### config.mk
export PLATFORM = sky130hd
export DESIGN_NAME = entropy_decisiveness
export DESIGN_NICKNAME = d
export VERILOG_FILES = /design/src/hdl/ed_pkg.sv /design/src/hdl/ed_datapath.sv /design/src/hdl/ed_ctrl.sv /design/src/hdl/entropy_decisiveness.sv
export SDC_FILE = /design/constraint.sdc
export NUM_CORES = 2
export LEC_CHECK = 0
export ABC_CLOCK_PERIOD_IN_PS = 16250
export BUFFER_PORTS_ARGS = -buffer_cell sky130_fd_sc_hd__buf_2
export CAP_MARGIN = 10
export CORE_ASPECT_RATIO = 0.7
export CORE_UTILIZATION = 60
export CTS_CLUSTER_SIZE = 20
export DETAILED_ROUTE_END_ITERATION = 16
export GPL_ROUTABILITY_DRIVEN = 0
export PLACE_DENSITY_LB_ADDON = 0.1
export SYNTH_ARGS = -nofsm -noshare
export SYNTH_HDL_FRONTEND = slang
export SYNTH_SLANG_ARGS = --single-unit
### constraint.sdc
create_clock -name clock -period 16.25 [get_ports clock]
set_input_delay 1.625 -clock clock [delete_from_list [all_inputs] [get_ports clock]]
set_output_delay 1.625 -clock clock [all_outputs]
set_load 0.005 [all_outputs]
### src/hdl/ed_pkg.sv
// Shared types, constants and codes for the entropy/decisiveness block.
`timescale 1ns / 1ps

package ed_pkg;

   localparam int FRAC_BITS    = 16;   // fraction bits of the log2 estimate
   localparam int MAX_ELEMENTS = 256;  // intended distribution length, not enforced
   localparam int PROB_W       = 17;
   localparam int X_W          = 16;
   localparam int EXP_W        = 4;
   localparam int MANT_W       = 31;   // Q1.30 mantissa
   localparam int PROD_W       = 2 * MANT_W;
   localparam int NEG_LOG_W    = FRAC_BITS + 5;
   localparam int TERM_W       = 21;
   localparam int ACC_W        = 24;
   localparam int DEN_W        = 25;
   localparam int QUOT_W       = 17;
   localparam int CNT_W        = 5;
   localparam int DIV_STEPS    = QUOT_W;

   localparam logic [CNT_W-1:0] SQ_LAST  = CNT_W'(FRAC_BITS - 1);
   localparam logic [CNT_W-1:0] DIV_LAST = CNT_W'(DIV_STEPS - 1);
   localparam logic [ACC_W-1:0] ACC_MAX  = {ACC_W{1'b1}};
   localparam logic [DEN_W-1:0] ONE_Q16  = DEN_W'(65536);
   localparam logic [QUOT_W-1:0] DEC_MAX = QUOT_W'(65536);

   typedef struct packed {
      logic [PROB_W-1:0] prob;
      logic              last;
   } req_type;

   typedef struct packed {
      logic [ACC_W-1:0]  entropy;
      logic [QUOT_W-1:0] decisiveness;
   } rsp_type;

   typedef enum logic [2:0] {
      OP_NONE,
      OP_LOAD,
      OP_SQUARE,
      OP_TERM,
      OP_ACC,
      OP_DIVINIT,
      OP_DIVSTEP,
      OP_OUT
   } op_type;

   typedef enum logic [3:0] {
      S_IDLE,
      S_CHECK,
      S_SQUARE,
      S_TERM,
      S_ACC,
      S_DIVINIT,
      S_DIV,
      S_OUT
   } state_type;

   typedef struct packed {
      op_type op;
      logic   out_load;
   } ctrl_type;

   typedef struct packed {
      logic skip;
      logic last;
   } status_type;

endpackage

### src/hdl/ed_datapath.sv
// Shared multiply / subtract datapath: log2 squaring, term, accumulate, divide.
`timescale 1ns / 1ps

module ed_datapath (
   input  logic                           clock,
   input  logic                           reset,
   input  ed_pkg::ctrl_type               ctrl,
   input  ed_pkg::req_type                req_data,
   output ed_pkg::status_type             status,
   output logic [ed_pkg::ACC_W-1:0]       entropy,
   output logic [ed_pkg::QUOT_W-1:0]      decisiveness
);

   logic [ed_pkg::X_W-1:0]       x_ff, x_in;
   logic [ed_pkg::EXP_W-1:0]     e_ff, e_in;
   logic [ed_pkg::MANT_W-1:0]    m_ff, m_in;
   logic [ed_pkg::FRAC_BITS-1:0] frac_ff, frac_in;
   logic                         skip_ff, skip_in;
   logic                         last_ff, last_in;
   logic [ed_pkg::TERM_W-1:0]    term_ff, term_in;
   logic [ed_pkg::ACC_W-1:0]     acc_ff, acc_in;
   logic [ed_pkg::DEN_W-1:0]     d_ff, d_in;
   logic [ed_pkg::DEN_W-1:0]     rem_ff, rem_in;
   logic [ed_pkg::QUOT_W-1:0]    numlo_ff, numlo_in;
   logic [ed_pkg::QUOT_W-1:0]    q_ff, q_in;

   logic [ed_pkg::MANT_W-1:0]    mul_a, mul_b;
   logic [ed_pkg::PROD_W-1:0]    prod;
   logic [ed_pkg::EXP_W-1:0]     msb;
   logic [4:0]                   shamt;
   logic [45:0]                  norm;
   logic [ed_pkg::NEG_LOG_W-1:0] neg_log;
   logic [ed_pkg::ACC_W:0]       sum;
   logic [ed_pkg::DEN_W-1:0]     d_now;
   logic [32:0]                  numer;
   logic [ed_pkg::DEN_W:0]       trial;
   logic [ed_pkg::DEN_W+1:0]     diff;

   // leading-one position of the 16-bit probability
   always_comb begin
      msb = '0;
      for (int i = 0; i < ed_pkg::X_W; i++) begin
         if (req_data.prob[i]) begin
            msb = ed_pkg::EXP_W'(i);
         end
      end
      shamt = 5'd30 - 5'(msb);
      norm  = {30'd0, req_data.prob[ed_pkg::X_W-1:0]} << shamt;
   end

   // -log2(p) = 16 - log2(x), Q.FRAC_BITS
   assign neg_log = ed_pkg::NEG_LOG_W'(16 << ed_pkg::FRAC_BITS)
                  - ed_pkg::NEG_LOG_W'({e_ff, frac_ff});

   // the one multiplier, shared by squaring and term
   always_comb begin
      case (ctrl.op)
         ed_pkg::OP_SQUARE: begin
            mul_a = m_ff;
            mul_b = m_ff;
         end
         ed_pkg::OP_TERM: begin
            mul_a = ed_pkg::MANT_W'(x_ff);
            mul_b = ed_pkg::MANT_W'(neg_log);
         end
         default: begin
            mul_a = '0;
            mul_b = '0;
         end
      endcase
   end
   assign prod = mul_a * mul_b;

   assign sum   = {1'b0, acc_ff} + (ed_pkg::ACC_W+1)'(term_ff);
   assign d_now = ed_pkg::ONE_Q16 + ed_pkg::DEN_W'(acc_ff);
   assign numer = {1'b1, 32'd0} + 33'(d_now >> 1);
   assign trial = {rem_ff, numlo_ff[ed_pkg::QUOT_W-1]};
   assign diff  = {1'b0, trial} - {2'b00, d_ff};

   always_comb begin
      x_in     = x_ff;
      e_in     = e_ff;
      m_in     = m_ff;
      frac_in  = frac_ff;
      skip_in  = skip_ff;
      last_in  = last_ff;
      term_in  = term_ff;
      acc_in   = acc_ff;
      d_in     = d_ff;
      rem_in   = rem_ff;
      numlo_in = numlo_ff;
      q_in     = q_ff;
      case (ctrl.op)
         ed_pkg::OP_LOAD: begin
            x_in    = req_data.prob[ed_pkg::X_W-1:0];
            e_in    = msb;
            m_in    = norm[ed_pkg::MANT_W-1:0];
            frac_in = '0;
            // zero and one-or-above carry no information
            skip_in = (req_data.prob == '0) || req_data.prob[ed_pkg::PROB_W-1];
            last_in = req_data.last;
         end
         ed_pkg::OP_SQUARE: begin
            if (prod[ed_pkg::PROD_W-1]) begin
               m_in    = prod[ed_pkg::PROD_W-1:31];
               frac_in = {frac_ff[ed_pkg::FRAC_BITS-2:0], 1'b1};
            end else begin
               m_in    = prod[60:30];
               frac_in = {frac_ff[ed_pkg::FRAC_BITS-2:0], 1'b0};
            end
         end
         ed_pkg::OP_TERM: begin
            term_in = prod[ed_pkg::FRAC_BITS+ed_pkg::TERM_W-1:ed_pkg::FRAC_BITS];
         end
         ed_pkg::OP_ACC: begin
            acc_in = sum[ed_pkg::ACC_W] ? ed_pkg::ACC_MAX : sum[ed_pkg::ACC_W-1:0];
         end
         ed_pkg::OP_DIVINIT: begin
            d_in     = d_now;
            rem_in   = ed_pkg::DEN_W'(numer[32:17]);
            numlo_in = numer[16:0];
            q_in     = '0;
         end
         ed_pkg::OP_DIVSTEP: begin
            numlo_in = {numlo_ff[ed_pkg::QUOT_W-2:0], 1'b0};
            if (!diff[ed_pkg::DEN_W+1]) begin
               rem_in = diff[ed_pkg::DEN_W-1:0];
               q_in   = {q_ff[ed_pkg::QUOT_W-2:0], 1'b1};
            end else begin
               rem_in = trial[ed_pkg::DEN_W-1:0];
               q_in   = {q_ff[ed_pkg::QUOT_W-2:0], 1'b0};
            end
         end
         ed_pkg::OP_OUT: begin
            acc_in = '0;
         end
         default: begin
         end
      endcase
   end

   always_ff @(posedge clock) begin
      if (reset) begin
         acc_ff <= '0;
      end else begin
         acc_ff <= acc_in;
      end
   end

   always_ff @(posedge clock) begin
      x_ff     <= x_in;
      e_ff     <= e_in;
      m_ff     <= m_in;
      frac_ff  <= frac_in;
      skip_ff  <= skip_in;
      last_ff  <= last_in;
      term_ff  <= term_in;
      d_ff     <= d_in;
      rem_ff   <= rem_in;
      numlo_ff <= numlo_in;
      q_ff     <= q_in;
   end

   assign status.skip   = skip_ff;
   assign status.last   = last_ff;
   assign entropy       = acc_ff;
   assign decisiveness  = q_ff;

   a_mant_norm: assert property (@(posedge clock) disable iff (reset)
      ctrl.op == ed_pkg::OP_SQUARE |-> m_ff[ed_pkg::MANT_W-1])
      else $error("log2 mantissa left [1,2)");

   a_rem_below_d: assert property (@(posedge clock) disable iff (reset)
      ctrl.op == ed_pkg::OP_DIVSTEP |-> rem_ff < d_ff)
      else $error("divider remainder not below divisor");

   a_dec_range: assert property (@(posedge clock) disable iff (reset)
      ctrl.op == ed_pkg::OP_OUT |-> q_ff <= ed_pkg::DEC_MAX)
      else $error("decisiveness above 1.0");

endmodule

### src/hdl/ed_ctrl.sv
// Sequencer that steps the shared datapath through each element, the final divide and the result load.
`timescale 1ns / 1ps

module ed_ctrl (
   input  logic               clock,
   input  logic               reset,
   input  logic               req_valid,
   output logic               req_stall,
   input  ed_pkg::status_type status,
   input  logic               out_free,
   output ed_pkg::ctrl_type   ctrl
);

   ed_pkg::state_type           state_ff, state_in;
   logic [ed_pkg::CNT_W-1:0]    cnt_ff, cnt_in;

   always_ff @(posedge clock) begin
      if (reset) begin
         state_ff <= ed_pkg::S_IDLE;
         cnt_ff   <= '0;
      end else begin
         state_ff <= state_in;
         cnt_ff   <= cnt_in;
      end
   end

   always_comb begin
      state_in      = state_ff;
      cnt_in        = cnt_ff;
      ctrl.op       = ed_pkg::OP_NONE;
      ctrl.out_load = 1'b0;
      req_stall     = 1'b1;
      case (state_ff)
         ed_pkg::S_IDLE: begin
            req_stall = 1'b0;
            if (req_valid) begin
               ctrl.op  = ed_pkg::OP_LOAD;
               state_in = ed_pkg::S_CHECK;
            end
         end
         ed_pkg::S_CHECK: begin
            cnt_in = '0;
            if (!status.skip) begin
               state_in = ed_pkg::S_SQUARE;
            end else if (status.last) begin
               state_in = ed_pkg::S_DIVINIT;
            end else begin
               state_in = ed_pkg::S_IDLE;
            end
         end
         ed_pkg::S_SQUARE: begin
            ctrl.op = ed_pkg::OP_SQUARE;
            if (cnt_ff == ed_pkg::SQ_LAST) begin
               cnt_in   = '0;
               state_in = ed_pkg::S_TERM;
            end else begin
               cnt_in = cnt_ff + 1'b1;
            end
         end
         ed_pkg::S_TERM: begin
            ctrl.op  = ed_pkg::OP_TERM;
            state_in = ed_pkg::S_ACC;
         end
         ed_pkg::S_ACC: begin
            ctrl.op  = ed_pkg::OP_ACC;
            state_in = status.last ? ed_pkg::S_DIVINIT : ed_pkg::S_IDLE;
         end
         ed_pkg::S_DIVINIT: begin
            ctrl.op  = ed_pkg::OP_DIVINIT;
            cnt_in   = '0;
            state_in = ed_pkg::S_DIV;
         end
         ed_pkg::S_DIV: begin
            ctrl.op = ed_pkg::OP_DIVSTEP;
            if (cnt_ff == ed_pkg::DIV_LAST) begin
               cnt_in   = '0;
               state_in = ed_pkg::S_OUT;
            end else begin
               cnt_in = cnt_ff + 1'b1;
            end
         end
         ed_pkg::S_OUT: begin
            if (out_free) begin
               ctrl.op       = ed_pkg::OP_OUT;
               ctrl.out_load = 1'b1;
               state_in      = ed_pkg::S_IDLE;
            end
         end
         default: begin
            state_in = ed_pkg::S_IDLE;
         end
      endcase
   end

   a_one_at_a_time: assert property (@(posedge clock) disable iff (reset)
      (req_valid && !req_stall) |=> state_ff == ed_pkg::S_CHECK)
      else $error("beat accepted but sequencer did not start");

   a_load_free: assert property (@(posedge clock) disable iff (reset)
      ctrl.out_load |-> out_free)
      else $error("result loaded over an untaken one");

   a_sq_count: assert property (@(posedge clock) disable iff (reset)
      state_ff == ed_pkg::S_SQUARE |-> cnt_ff <= ed_pkg::SQ_LAST)
      else $error("squaring count overran");

endmodule

### src/hdl/entropy_decisiveness.sv
// Top level: streamed base-2 entropy with decisiveness 1/(1+H).
// Sequence: an element that carries information goes from accept to the next
//    accept through load, check, 16 squarings of the log2 loop, term and add.
// Elements equal to 0 or >= 1.0 go through load and check only. A last element
//    adds divide setup, a restoring divide and a result load that waits for out_free.
// Reset (synchronous, active high) clears the sequencer, the entropy
//    accumulator and the result register valid; no memory to sweep.
`timescale 1ns / 1ps

module entropy_decisiveness (
   input  logic            clock,
   input  logic            reset,
   input  logic            req_valid,
   output logic            req_stall,
   input  ed_pkg::req_type req_data,
   output logic            rsp_valid,
   input  logic            rsp_stall,
   output ed_pkg::rsp_type rsp_data
);

   ed_pkg::ctrl_type               ctrl;
   ed_pkg::status_type             status;
   logic [ed_pkg::ACC_W-1:0]       entropy;
   logic [ed_pkg::QUOT_W-1:0]      decisiveness;
   logic                           out_free;

   logic            rsp_valid_ff, rsp_valid_in;
   ed_pkg::rsp_type rsp_data_ff, rsp_data_in;

   // Sequencer: one element at a time, stalls the request side while busy.
   ed_ctrl u_ctrl (
      .clock     (clock),
      .reset     (reset),
      .req_valid (req_valid),
      .req_stall (req_stall),
      .status    (status),
      .out_free  (out_free),
      .ctrl      (ctrl)
   );

   // Shared multiplier/subtractor datapath holding the accumulator.
   ed_datapath u_datapath (
      .clock        (clock),
      .reset        (reset),
      .ctrl         (ctrl),
      .req_data     (req_data),
      .status       (status),
      .entropy      (entropy),
      .decisiveness (decisiveness)
   );

   // Result register: free when empty or being taken this cycle.
   assign out_free = !rsp_valid_ff || !rsp_stall;

   always_comb begin
      rsp_valid_in = rsp_valid_ff;
      rsp_data_in  = rsp_data_ff;
      if (ctrl.out_load) begin
         rsp_valid_in              = 1'b1;
         rsp_data_in.entropy       = entropy;
         rsp_data_in.decisiveness  = decisiveness;
      end else if (!rsp_stall) begin
         rsp_valid_in = 1'b0;
      end
   end

   always_ff @(posedge clock) begin
      if (reset) begin
         rsp_valid_ff <= 1'b0;
      end else begin
         rsp_valid_ff <= rsp_valid_in;
      end
   end

   always_ff @(posedge clock) begin
      rsp_data_ff <= rsp_data_in;
   end

   assign rsp_valid = rsp_valid_ff;
   assign rsp_data  = rsp_data_ff;

endmodule
==> flow_summary.json <==
{
  "crit_fanout": 58,
  "final_common_cell": "inv_1",
  "synth-warning-count": 0,
  "routed_wl_mm": 130,
  "root_buffer": "clkbuf_16",
  "worstRegToRegCells": 34,
  "critPathLaunchType": "input pin",
  "grt_pass1_wl_mm": 200,
  "post_cts_buffers": 0,
  "synth.avg_cell_area_um2": 9.13,
  "postLayoutCoreUtil_pct": 64.2,
  "cts.htree.levels": 1,
  "worst_setup_path_end_kind": "flop",
  "hold_class": "reg2reg",
  "worstHoldPathCells": 0,
  "final_nets": 5844,
  "clk_pin_slew_worst_paths_ps": 70,
  "numCtsBuffers": 21,
  "final_hold_viol_count": 0,
  "cts_hold_buf": 0,
  "synth_edf_count": 215,
  "dieArea_mm2": 0.0732,
  "outcome": "complete, no violations",
  "fin_crit_ps": 12770,
  "worstPathRequired_ps": 16520,
  "drive_above_1_share_pct": 5.16,
  "num_rows": 81,
  "timing.fmax_mhz": 78.3,
  "wire_per_inst_um": 23.0,
  "netlist_area_mm2": 0.0433,
  "leakagePower_nw": 22.3,
  "path_class": "in2reg",
  "syn-num-nets": 5891,
  "cts_buffer_depth": 3,
  "clock-sinks": 248,
  "drc": 0,
  "synth_top_area_cell": "fa_1",
  "clkLatencyLatePin_ps": 540,
  "grt_pass1_vias": 33500,
  "vias": 33200,
  "firstDrtPassIters": 7,
  "worst_ir_drop_vdd_mv": 0.113,
  "power_mw": 5.82,
  "floorplan.die.height_um": 227,
  "dp.final_hpwl_mm": 102,
  "io_pins": 65,
  "syn_to_final_growth_pct": 4.86,
  "die_w_um": 323,
  "synth_flop_cell": "edfxtp_1",
  "synth-seq-area-share_pct": 16.4,
  "tns_ps": 0,
  "ys_seq_elements": 248,
  "drtIter0Drc": 3647,
  "period_share_pct": 78.6,
  "cts_resized": 0,
  "finalWorstSetupSlack_ps": 3480,
  "grt_use_total_pct": 36.7,
  "setup_violations": 0,
  "finalClockSkew_ps": 17.0,
  "grt_setup_unrepaired": "false",
  "finalInstanceArea_mm2": 0.0454,
  "max_cap_viol_count": 0,
  "slew_headroom_pct": 8.23,
  "place_area_mm2": 0.0446,
  "final_cell_mix": "1,006 x inv_1, 822 x fa_1, 595 x nand2_1",
  "synth.distinct_cells": 83,
  "initial_utilization_pct": 61.3,
  "async_reset_ff_share_pct": 0,
  "powerDensity_mw_per_mm2": 128,
  "core_area_mm2": 0.0706,
  "viasPerCell": 5.86,
  "post-place-ws_ps": 3260,
  "grt_max_degree": 60,
  "antenna_left": 0,
  "path_common_cell": "fa_1",
  "antenna_found_initial": 1,
  "synth_top_cells_by_area": "fa_1 38%, edfxtp_1 15%, ha_1 8.8%, inv_1 8.7%, nand2_1 5.2%",
  "yosys.area.top_type_share_pct": 38.0,
  "cts_tree": "yes",
  "worst_path_largest_cell_delay_ps": 840,
  "tightest_slew_ps": 1380,
  "io_buffers": 64,
  "grt_overflow": 0,
  "synthCells": 4741,
  "arrival_ps": 13040,
  "slew_violations": 0,
  "cp_slowest_cell": "and2_1"
}
[registers in the layout (all words and copies together) (netlist names)]
register                 cells
u_datapath.decisiveness     17
u_datapath.rem_ff           25
u_datapath.m_ff             31
u_datapath.last_ff           1
u_datapath.term_ff          21
u_datapath.d_ff             25
rsp_data                    41
rsp_valid                    1
u_datapath.x_ff             16
u_datapath.frac_ff          16
u_datapath.e_ff              4
u_ctrl.cnt_ff                5
u_datapath.numlo_ff         17
u_datapath.skip_ff           1
u_datapath.entropy          24
u_ctrl.state_ff              3
[metrics by stage]
stage / hold WS (ps) / instances
floorplan: 400 / 4741
detailed placement: 423 / 5623
CTS: 438 / 5661
finish: 440 / 5664
global placement: 403 / 5622
global route: 443 / 5663
[layer usage]
layer,track usage [%],part of all wire (%),vias up
li1,-,-,14600
met1,53.0,41,16300
met2,53.1,41,1930
met3,11.4,14,336
met4,11.3,4.1,2
met5,0,0.0077,-
[Yosys cell counts, drive strengths merged, types with 36 or more instances]
master and instances:
nand2 595, edfxtp 215, xnor2 66, a21oi 156, mux2i 47, ha 306, and3 71, a21o 47
nor2 517, nor3 42, xor2 50, clkbuf 184, and2 44, o21ai 122, nand3 36, fa 822
nand2b 36, inv 1008
[kinds of logic (layout without fill, tap and decap cells)]
kind of cell	count (synthesis)	after routing	share of synthesized area, %
other cells	0	1	0
fa+ha+maj	1128	1128	46.9
compound gates	534	534	8.07
xor+xnor	116	116	2.38
mux	53	53	1.32
buf+inv	1225	1193	10.7
flops	248	248	16.4
simple gates	1437	1437	14.2
[final timing paths]
kind / from / to / slack [ps]
max reg2reg: u_ctrl.state_ff[0] / u_datapath.m_ff[27] / 3860
min reg2reg: u_datapath.decisiveness[11] / rsp_data[11] / 440
max: req_valid / u_datapath.m_ff[27] / 3480
min: u_datapath.decisiveness[11] / rsp_data[11] / 440
[critical path: cells and delay by family]
family          cells  cell delay [ps]
fa+ha+maj           9             4480
compound gates      8             1510
simple gates        7             2890
xor+xnor            1              670
buf+inv             8             1820
[where the power goes]
part	switching [mW]	total (mW)	internal, mW
clock	0.246	0.542	0.297
sequential	0.171	1.09	0.921
combinational	2.89	4.19	1.29
total	3.31	5.82	2.51
[cell type report]
cell class / count / area (um2)
clock buffers: 25 / 561
multi-input cells: 3268 / 31600
flip-flops and latches: 248 / 7120
clock inverters: 13 / 150
inverters: 1014 / 3810
well taps: 954 / 1190
fillers: 6090 / 25300
repair buffers: 141 / 913
diodes: 1 / 2.50
(Power assumes the default switching activity.)
